===== src/hdl/bfua_ram.sv =====
// Generic simple dual-port RAM, one write and one registered read per cycle.
module bfua_ram #(
   parameter int unsigned WIDTH = 8,
   parameter int unsigned DEPTH = 16
) (
   input  logic                     clock,
   input  logic                     wr_en,
   input  logic [$clog2(DEPTH)-1:0] wr_addr,
   input  logic [WIDTH-1:0]         wr_data,
   input  logic [$clog2(DEPTH)-1:0] rd_addr,
   output logic [WIDTH-1:0]         rd_data
);
   logic [WIDTH-1:0] mem [DEPTH];
   logic [WIDTH-1:0] rd_data_ff;

   always_ff @(posedge clock) begin
      if (wr_en) begin
         mem[wr_addr] <= wr_data;
      end
      rd_data_ff <= mem[rd_addr];
   end

   assign rd_data = rd_data_ff;
endmodule


===== config.mk =====
export PLATFORM = sky130hd
export DESIGN_NAME = bfua_ram
export DESIGN_NICKNAME = d
export VERILOG_FILES = /design/src/hdl/bfua_ram.sv
export SDC_FILE = /design/constraint.sdc
export NUM_CORES = 1
export LEC_CHECK = 0
export ABC_AREA = 1
export BUFFER_PORTS_ARGS = -buffer_cell sky130_fd_sc_hd__buf_2
export CAP_MARGIN = 20
export CORE_ASPECT_RATIO = 1.1
export CORE_MARGIN = 4
export CORE_UTILIZATION = 60
export CTS_CLUSTER_DIAMETER = 60
export DETAILED_ROUTE_END_ITERATION = 7
export GPL_TIMING_DRIVEN = 0
export HOLD_SLACK_MARGIN = 0.08
export PLACE_DENSITY = 0.84
export SETUP_SLACK_MARGIN = 0.5
export SLEW_MARGIN = 10
export SYNTH_ARGS = -nofsm -noshare
export SYNTH_HDL_FRONTEND = slang
export SYNTH_SLANG_ARGS = --single-unit

===== constraint.sdc =====
create_clock -name clock -period 1.3 [get_ports clock]
set_input_delay 0.065 -clock clock [delete_from_list [all_inputs] [get_ports clock]]
set_output_delay 0.065 -clock clock [all_outputs]
set_load 0.02 [all_outputs]

==> results by group, run 1 <==
Worst setup path
  • Most frequent CP cell: nand3_2
  • Req. time, crit path: between 1.5 and 2 ns
  • Worst-path cell chain: inv_1, nand2_2, nand3_2, nand3_2, nand3_1, nand2_1
  • Critical path type: flip-flop to flip-flop
  • Critical Path AT: between 1.5 and 2 ns
  • CP delay by family, top: simple AND/OR/NAND/NOR gates
  • Setup crit start kind: flip-flop
  • CP max stage cell: edfxtp_1
  • CP Capture Type: flip-flop
  • R2r endpoint: rd_data[0]
  • CP peak stage delay: 0.43 ns
  • Worst path bufs/invs: 1
  • Crit-path max FO: 1
  • Crit Reg-Reg Startpoint: mem[6][0]
  • Number of cells on the worst reg-to-reg path: 6
  • Reg2reg setup slack: 0.16 ns

Min path
  • Path category of the worst min-delay check: input pin to flip-flop
  • Worst Hold Launch: rd_addr[2]
  • Worst hold path depth: 5
  • Hold EP: rd_data[4]

CTS
  • Worst-path clk slew: 0.06 ns
  • Max H-tree Level: 4
  • CTS tree: yes
  • Num CTS Buffers: 17
  • Skew-Pair Late Insertion Delay: 0.53 ns
  • Clock Sinks: approximately 140
  • Root Buffer: clkbuf_8
  • Clock buffer depth: 2

Drt
  • Post-DRT Antenna Nets: 0
  • Via density: 5.97
  • First DRT Iteration DRCs: ~730
  • DRC viols: 13
  • DRT Pass-1 Iters: 8
  • Routed via count: 4389
  • WL per Instance: 21.8 um
  • Post-Route WL: roughly 16000 um

Power
  • Static Leakage: 0.00306 uW
  • Pwr Density: approximately 1400 nW/um^2
  • Peak VDD IR: 1.64 mV

Global route
  • Global-route usage over all layers: 0.277
  • Initial antenna violation count: 0
  • Vias in the first global route: slightly above 4000
  • Largest net degree at the start of global routing: 17
  • First-pass GRT wire length: roughly 23000 um
  • Grt ovf: 0

Synth
  • Mapped Nets: 569
  • Flops & latches, synth: 136
  • Post-synthesis cell area: slightly below 6000 sq um
  • Seq/Total Area, Yosys: 0.694
  • Syn Inst Count: 551
  • Yosys cell types: 12
  • Synth Area per Inst: 10.5 sq um
  • Synth warnings: 0

Floorplanning
  • Io pins: 26
  • Initial Utilization: 0.617
  • Die area: 11200 sq um
  • Chip Width: 101 um
  • Die height: approximately 110 um
  • Placement Rows: 37
  • Core area: 9350 sq um

Timing
  • Clock Skew: between 0.004 and 0.005 ns
  • Final Setup Violations: 0
  • Slew margin rel.: 0.588
  • Final setup margin: ~0.16 ns
  • Worst-margin pin slew: 0.618 ns
  • Setup TNS: 0 ns
  • Final Critical Period: ~1.1 ns
  • Fmax achieved: 879 MHz
  • Fin Hold WS: 0.0556 ns
  • Final hold viol count: 0
  • Unrepaired setup endpoints after global routing: yes
  • Max Slew Vio Count: 0
  • Final period util: 0.875

Status
  • Status: complete, but fails checks
  • Violated checks: DRC

Placed design
  • Detailed placer's ending HPWL: 9040 um
  • Final GP Congestion: 0.887
  • Place WS: -0.144 ns
  • Port bufs: 22
  • Dpl cells: 690

Final layout
  • Layout cells sized above 1: 0.301
  • Commonest non-fill, non-tap cell in the layout: nand2_1
  • Fillers: 520
  • Fin nets: 624
  • Antenna cells: 0
  • Most frequent cells in the layout: nand2_1, edfxtp_1, inv_1
  • P&R area growth vs syn: 25.4%
  • Final std cells w/o fill: 735

Job
  • Total of max-cap violations: 0
==> through the flow <==
step	power (uW)	util	area [sq um]
6_report	10100	0.773	7230
2_1_floorplan	5420	-	5870
3_3_place_gp	5670	0.656	6130
5_1_grt	10400	0.773	7230
3_5_place_dp	5700	0.656	6130
4_1_cts	9970	0.747	6980
==> how the worst max path moves through the flow <==
stage                     startpoint    endpoint  cells past startpoint
final                      mem[6][0]  rd_data[0]                      6
after global routing       mem[6][0]  rd_data[0]                      6
after CTS                 rd_data[7]  rd_data[7]                      1
after detailed placement  wr_addr[3]   mem[7][2]                      3
after global placement    wr_addr[3]   mem[7][1]                      3
after floorplan           wr_addr[2]  mem[10][0]                      2
==> per-layer routing <==
metal	part of all wire	up-vias	global-route usage
li1	-	1887	-
met1	0.35	2048	0.363
met2	0.49	374	0.434
met3	0.12	80	0.0610
met4	0.046	0	0.138
met5	0	-	0
==> synth_stat cells <==
| cell type | count | share of area |
|---|---|---|
| buf_1 | 1 | 0.00065 |
| buf_2 | 13 | 0.011 |
| buf_4 | 4 | 0.0052 |
| buf_6 | 6 | 0.012 |
| dfxtp_1 | 8 | 0.028 |
| edfxtp_1 | 128 | 0.67 |
| inv_1 | 100 | 0.065 |
| inv_2 | 2 | 0.0013 |
| nand2_1 | 173 | 0.11 |
| nand3_1 | 97 | 0.084 |
| nand3b_1 | 2 | 0.0026 |
| nor2_1 | 17 | 0.011 |
==> layout make-up <==
class                   count  area, sq um  share of cell area
plain buffers              24          166              0.0230
clock buffers              17          414              0.0573
clock inverters            14          111              0.0154
inverters                 102          383              0.0530
multi-input cells         289         1690               0.234
flip-flops and latches    136         4010               0.555
well taps                 117          146              0.0202
repair buffers             36          305              0.0422
==> kinds of logic (layout without fill, tap and decap cells) <==
group | count (synthesis) | in the layout | share of synthesized area
DFF | 136 | 136 | 0.694
buffers and inverters | 126 | 193 | 0.0952
and+or+nand+nor | 289 | 289 | 0.210
==> timing repair <==
action                                  4_1_cts  5_1_grt
gates resized for setup                      58       51
endpoints found under the setup margin       48       64
pin swaps                                    20       37
hold buffers                                 10        1
hold endpoints to repair                    168       11
setup buffers                                 0        3
==> power by group <==
group          switching (uW)  leakage (uW)  internal, uW
clock                    1790      0.000242          2490
combinational             614       0.00159           290
sequential               36.9       0.00122          4910
total                    2440       0.00306          7690
==> state kept, by name (all words and copies together), names as in the netlist <==
signal and flops:
mem 128, rd_data 8
==> worst reg2reg max path, delay by kind of cell, from the launching register on <==
kind	cells	cell delay, ns
AND/OR/NAND/NOR	5	0.48
flip-flops	1	0.43
buffers and inverters	1	0.11
(Power assumes the default switching activity.)
==> inputs of run 2 (changes only) <==
--- a/config.mk
+++ b/config.mk
@@ -8,7 +8,7 @@
 export ABC_AREA = 1
 export BUFFER_PORTS_ARGS = -buffer_cell sky130_fd_sc_hd__buf_2
 export CAP_MARGIN = 20
-export CORE_ASPECT_RATIO = 1.1
+export CORE_ASPECT_RATIO = 0.75
 export CORE_MARGIN = 4
 export CORE_UTILIZATION = 60
 export CTS_CLUSTER_DIAMETER = 60
==> run 2 against run 1 <==
The flow now finishes without violations. Total power is 0.89% higher. Worst setup slack better by 0.14 ns. Hold slack better by 0.042 ns. Combinational power is 11% lower. Via count is 7.0% lower. Final cell count is 0.54% higher. First-iteration DRC count is 21% lower. Critical path depth stayed put. Clock skew is 0.0027 ns higher. Sequential share of layout area is 1.8 points higher. Clock power is 4% higher. Clock-buffer cell count is 3 higher. Critical endpoint is now rd_data[6].
==> results by group, run 2 (synthesized netlist as in run 1, its figures left out) <==
Power
  • Static Leakage: 0.00300 uW (-1.9%)
  • Pwr Density: 1460 nW/um^2 (+4.2%)
  • Switch share: 0.223 (-0.0181)
  • Comb power frac: 0.079 (-0.010)
  • Int Pwr: 7940 uW (+3.3%)
  • Sw power: 2280 uW (-6.7%)
  • Reg power frac: 0.484 (-0.004)
  • Clock Power Share: 0.437 (+0.015)
  • Peak VDD IR: 1.25 mV (-24%)

Worst setup path
  • Worst-path cell chain: nand2_1, nand2_1, nand2_1, nand3_2, nand3_2, nand2_1
  • WP depth: 6 (unchanged)
  • CP peak stage delay: 0.38 ns (-0.05 ns)
  • Critical path type: flip-flop to flip-flop
  • Critical Path AT: 1.29 ns (-0.26 ns)
  • Most frequent CP cell: nand2_1
  • Number of cells on the worst reg-to-reg path: 6 (unchanged)
  • Setup crit start kind: flip-flop
  • R2r endpoint: rd_data[6]
  • CP Capture Type: flip-flop
  • CP delay by family, top: simple AND/OR/NAND/NOR gates
  • CP max stage cell: edfxtp_1
  • Worst path bufs/invs: 0 (-1)
  • Reg2reg setup slack: 0.30 ns (+0.14 ns)
  • Crit path from: mem[3][6]
  • Crit-path max FO: 1 (unchanged)
  • Crit Reg-Reg Startpoint: mem[3][6]
  • CP Capture Point: rd_data[6]
  • Req. time, crit path: 1.60 ns (-0.11 ns)

Final layout
  • Biggest register: mem
  • P&R area growth vs syn: 21.4%
  • Final std cells w/o fill: 739 (+0.54%)
  • Fin nets: 616 (-1.3%)
  • Layout cells sized above 1: 0.231 (-0.0702)
  • Storage element area: 4010 sq um (unchanged)
  • Fillers: 554 (+6.5%)
  • Largest register FFs: 128 (unchanged)
  • Final Util: 0.761 (-0.0119)
  • Commonest non-fill, non-tap cell in the layout: nand2_1
  • Most frequent cells in the layout: nand2_1, edfxtp_1, inv_1
  • Multi-input logic area: 1500 sq um (-11%)
  • Antenna cells: 0 (unchanged)

Drt
  • Post-DRT Antenna Nets: 0 (unchanged)
  • Routed via count: 4083 (-7.0%)
  • DRC viols: 0 (-13)
  • Post-Route WL: 14500 um (-9.3%)
  • DRT Pass-1 Iters: 5 (-3)
  • WL per Instance: 19.7 um (-9.8%)
  • First DRT Iteration DRCs: 571 (-21%)
  • Via density: 5.53 (-7.5%)

Timing
  • Slew margin rel.: 0.636 (+0.0475)
  • Max Slew Vio Count: 0 (unchanged)
  • Final Setup Violations: 0 (unchanged)
  • Unrepaired setup endpoints after global routing: yes
  • Final Critical Period: 0.997 ns (-0.141 ns)
  • Final period util: 0.767 (-0.108)
  • Setup TNS: 0 ns (unchanged)
  • Fmax achieved: 1000 MHz (+14%)
  • Clock Skew: 0.00738 ns (+0.00269 ns)
  • Final hold viol count: 0 (unchanged)
  • Worst-margin pin slew: 0.547 ns (-0.0712 ns)

Global route
  • Largest net degree at the start of global routing: 17 (unchanged)
  • Vias in the first global route: 3861 (-6.2%)
  • Global-route usage over all layers: 0.270 (-0.00671)
  • First-pass GRT wire length: 21600 um (-4.8%)
  • Initial antenna violation count: 0 (unchanged)
  • Grt ovf: 0 (unchanged)

Floorplanning
  • Initial Utilization: 0.627 (+0.0104)
  • Die height: 92.9 um (-16%)
  • Die area: 11300 sq um (+0.13%)
  • Placement Rows: 30 (-19%)
  • Chip Width: 121 um (+19%)
  • Core area: 9200 sq um (-1.7%)
  • Io pins: 26 (unchanged)

CTS
  • Worst-path clk slew: 0.06 ns (about the same)
  • CTS tree: yes
  • Num CTS Buffers: 17 (unchanged)
  • Clock buffer depth: 2 (unchanged)
  • Max H-tree Level: 4 (unchanged)
  • Root Buffer: clkbuf_16
  • Skew-Pair Late Insertion Delay: 0.41 ns (-0.12 ns)
  • Clock Sinks: 136 (unchanged)

Job
  • Total of max-cap violations: 0 (unchanged)

Placed design
  • Dpl cells: 701 (+1.6%)
  • Final GP Congestion: 0.943 (+6.4%)
  • Detailed placer's ending HPWL: 9070 um (+0.30%)
  • Port bufs: 22 (unchanged)

Min path
  • Path category of the worst min-delay check: input pin to flip-flop
  • Worst hold path depth: 1 (-4)

Status
  • Status: completed
==> run 2: power by group through the flow <==
stage | clock network (uW) | registers [uW] | logic [uW]
6_report | 4470 | 4940 | 807
4_1_cts | 4450 | 4940 | 770
3_5_place_dp | 0 | 5020 | 688
3_3_place_gp | 0 | 5010 | 670
2_1_floorplan | 0 | 5050 | 371
5_1_grt | 4690 | 4950 | 865
==> run 2: cell type report <==
type                            instances  share of cell area
Clock inverter                         12              0.0155
Buffer                                 24              0.0238
Sequential cell                       136               0.573
Inverter                              102              0.0547
Tap cell                              128              0.0229
Multi-Input combinational cell        289               0.215
Timing Repair Buffer                   28              0.0325
Clock buffer                           20              0.0624
==> run 2: per-layer routing <==
metal | routed length [um] | vias up | global-route usage | share of wire
met5 | 0 | - | 0 | 0
li1 | - | 1870 | - | -
met1 | 5770 | 1917 | 0.381 | 0.40
met4 | 323 | 0 | 0.0951 | 0.022
met2 | 6570 | 265 | 0.397 | 0.45
met3 | 1860 | 31 | 0.0904 | 0.13
==> run 2: worst min path at each step <==
| stage | start | end |
|---|---|---|
| final | wr_data[2] | mem[9][2] |
| after global routing | wr_data[6] | mem[2][6] |
| after CTS | wr_data[6] | mem[2][6] |
| after detailed placement | rd_data[5] | rd_data[5] |
| after floorplan | wr_data[0] | mem[0][0] |
| after global placement | rd_data[4] | rd_data[4] |
==> run 2: what timing repair did <==
| action | in CTS | in global routing |
|---|---|---|
| setup buffers | 2 | 0 |
| resized for setup | 47 | 16 |
| pin swaps | 5 | 8 |
| endpoints found under the setup margin | 80 | 48 |
| endpoints found under the hold margin | 40 | 0 |
| hold buffers | 4 | 0 |
==> run 2: metrics by stage <==
step	setup slack, ns	hold slack (ns)	instance area [sq um]	total power [uW]
after CTS	0.330	0.0836	6930	10200
after floorplan	0.361	0.164	5870	5420
after detailed placement	-0.120	0.481	6140	5710
final	0.303	0.0971	7000	10200
after global routing	0.235	0.0892	7000	10500
after global placement	-0.0635	0.482	6140	5680
==> inputs of run 3 (changes only) <==
==> constraint.sdc (replaced) <==
create_clock -name clock -period 1 [get_ports clock]
set_input_delay 0.05 -clock clock [delete_from_list [all_inputs] [get_ports clock]]
set_output_delay 0.05 -clock clock [all_outputs]
set_load 0.02 [all_outputs]
==> run 3 against run 2 <==
Clock power grew 40%. The run now ends with setup timing left. Global-route usage grew 3.6 points. Largest cell class unchanged. Routed wire length grew 22%. Sequential share of layout area shrank 4.0 points. Register-to-register slack lost 0.40 ns. Flip-flop and latch count is the same. Maximum frequency shrank 8.9%. Total power grew 37%. Critical path depth is the same. Combinational power grew 59%.
==> results by group, run 3 (synthesized netlist as in run 1, its figures left out) <==
Timing
  • Setup TNS: -0.390 ns (-0.390 ns)
  • Final hold viol count: 0 (unchanged)
  • Final Critical Period: 1.09 ns (+0.0972 ns)
  • Max Slew Vio Count: 0 (unchanged)
  • Fmax achieved: 914 MHz (-8.9%)
  • Final Setup Violations: 8 (+8)
  • Final period util: 1.09 (+0.327)
  • Unrepaired setup endpoints after global routing: yes
  • Worst-margin pin slew: 0.664 ns (+0.117 ns)
  • Slew margin rel.: 0.558 (-0.0779)
  • Final setup margin: -0.0944 ns (-0.397 ns)
  • Clock Skew: 0.0102 ns (+0.00284 ns)

Power
  • Peak VDD IR: 2.14 mV (+71%)
  • Design Power: 14000 uW (+37%)
  • Pwr Density: 1860 nW/um^2 (+28%)
  • Static Leakage: 0.00317 uW (+5.7%)

Placed design
  • Final GP Congestion: 0.968 (+2.7%)
  • Port bufs: 22 (unchanged)
  • Place WS: -0.368 ns (-0.248 ns)
  • Detailed placer's ending HPWL: 9090 um (+0.21%)

Worst setup path
  • Setup crit start kind: flip-flop
  • Critical path type: flip-flop to flip-flop
  • Critical Path AT: 1.40 ns (+0.11 ns)
  • CP Capture Type: flip-flop
  • Crit-path max FO: 1 (unchanged)
  • Req. time, crit path: 1.31 ns (-0.29 ns)

Final layout
  • Commonest non-fill, non-tap cell in the layout: nand2_1
  • Biggest register: mem
  • Fin nets: 624 (+1.3%)
  • Antenna cells: 0 (unchanged)
  • Most frequent cells in the layout: nand2_1, edfxtp_1, inv_1
  • P&R area growth vs syn: 30.4%
  • Largest register FFs: 128 (unchanged)
  • Layout cells sized above 1: 0.352 (+0.121)

CTS
  • Max H-tree Level: 4 (unchanged)
  • Num CTS Buffers: 17 (unchanged)
  • Clock buffer depth: 2 (unchanged)
  • CTS tree: yes
  • Skew-Pair Late Insertion Delay: 0.43 ns (+0.02 ns)
  • Worst-path clk slew: 0.06 ns (about the same)
  • Clock Sinks: 136 (unchanged)
  • Root Buffer: clkbuf_16

Floorplanning
  • Core area: 9200 sq um (unchanged)
  • Die height: 92.9 um (unchanged)
  • Placement Rows: 30 (unchanged)
  • Io pins: 26 (unchanged)
  • Initial Utilization: 0.627 (unchanged)
  • Chip Width: 121 um (unchanged)
  • Die area: 11300 sq um (unchanged)

Drt
  • WL per Instance: 23.7 um (+21%)
  • DRC viols: 0 (unchanged)
  • Post-DRT Antenna Nets: 0 (unchanged)
  • Routed via count: 4573 (+12%)
  • Post-Route WL: 17700 um (+22%)
  • Via density: 6.12 (+11%)
  • DRT Pass-1 Iters: 7 (+2)
  • First DRT Iteration DRCs: 837 (+47%)

Global route
  • Largest net degree at the start of global routing: 17 (unchanged)
  • Vias in the first global route: 4388 (+14%)
  • Global-route usage over all layers: 0.306 (+0.0355)
  • Grt ovf: 0 (unchanged)
  • First-pass GRT wire length: 24800 um (+15%)
  • Initial antenna violation count: 0 (unchanged)

Job
  • Total of max-cap violations: 0 (unchanged)

Min path
  • Path category of the worst min-delay check: input pin to flip-flop

Status
  • Violated checks: setup timing
  • Status: complete, but fails checks
## run 3: metrics by stage
stage               cells  hold WS, ns  utilization  cell area (sq um)
finish                747       0.0555        0.818               7520
floorplan             551        0.149            -               5900
global placement      701        0.459        0.671               6170
CTS                   746       0.0334        0.793               7300
detailed placement    701        0.467        0.671               6170
global route          747       0.0499        0.818               7520
## run 3: final timing paths
path,start,endpoint,slack [ns],cells past startpoint
max reg2reg,mem[7][7],rd_data[7],-0.09,6
min reg2reg,mem[4][6],rd_data[6],0.73,6
max,mem[7][7],rd_data[7],-0.09,6
min,wr_data[4],mem[0][4],0.06,1
## run 3: area by class of cell
class / instances / area (sq um)
clock buffer: 22 / 454
clock inverter: 10 / 128
tap: 128 / 160
buffer: 24 / 166
sequential: 136 / 4010
fill: 441 / 1680
inverter: 102 / 393
multi-input combinational: 289 / 1790
timing repair buffer: 36 / 415
## run 3: worst max-delay path, cell delays in order (launching register included)
cell      delay (ns)
edfxtp_1        0.39
nand2_1         0.10
nand2_1         0.09
nand2_1         0.10
nand3_2         0.09
nand3_2         0.12
nand2_2         0.08
## run 3: metal layers
metal,share of wire,track usage
met5,0,0
met4,0.058,0.137
met3,0.13,0.104
met2,0.45,0.461
met1,0.36,0.406
## run 3: timing repair
action / in CTS / in global routing
endpoints found under the hold margin: 131 / 87
resized for setup: 90 / 59
buffers inserted: 13 / 1
setup endpoints to repair: 144 / 144
pin swaps: 43 / 30
cloned: 0 / 0
## run 3: where the power goes
part | leakage [uW] | internal [uW] | switching, uW | total (uW)
sequential | 0.00122 | 6380 | 52.5 | 6440
combinational | 0.00166 | 408 | 874 | 1280
clock | 0.000287 | 3950 | 2320 | 6270
total | 0.00317 | 10700 | 3240 | 14000
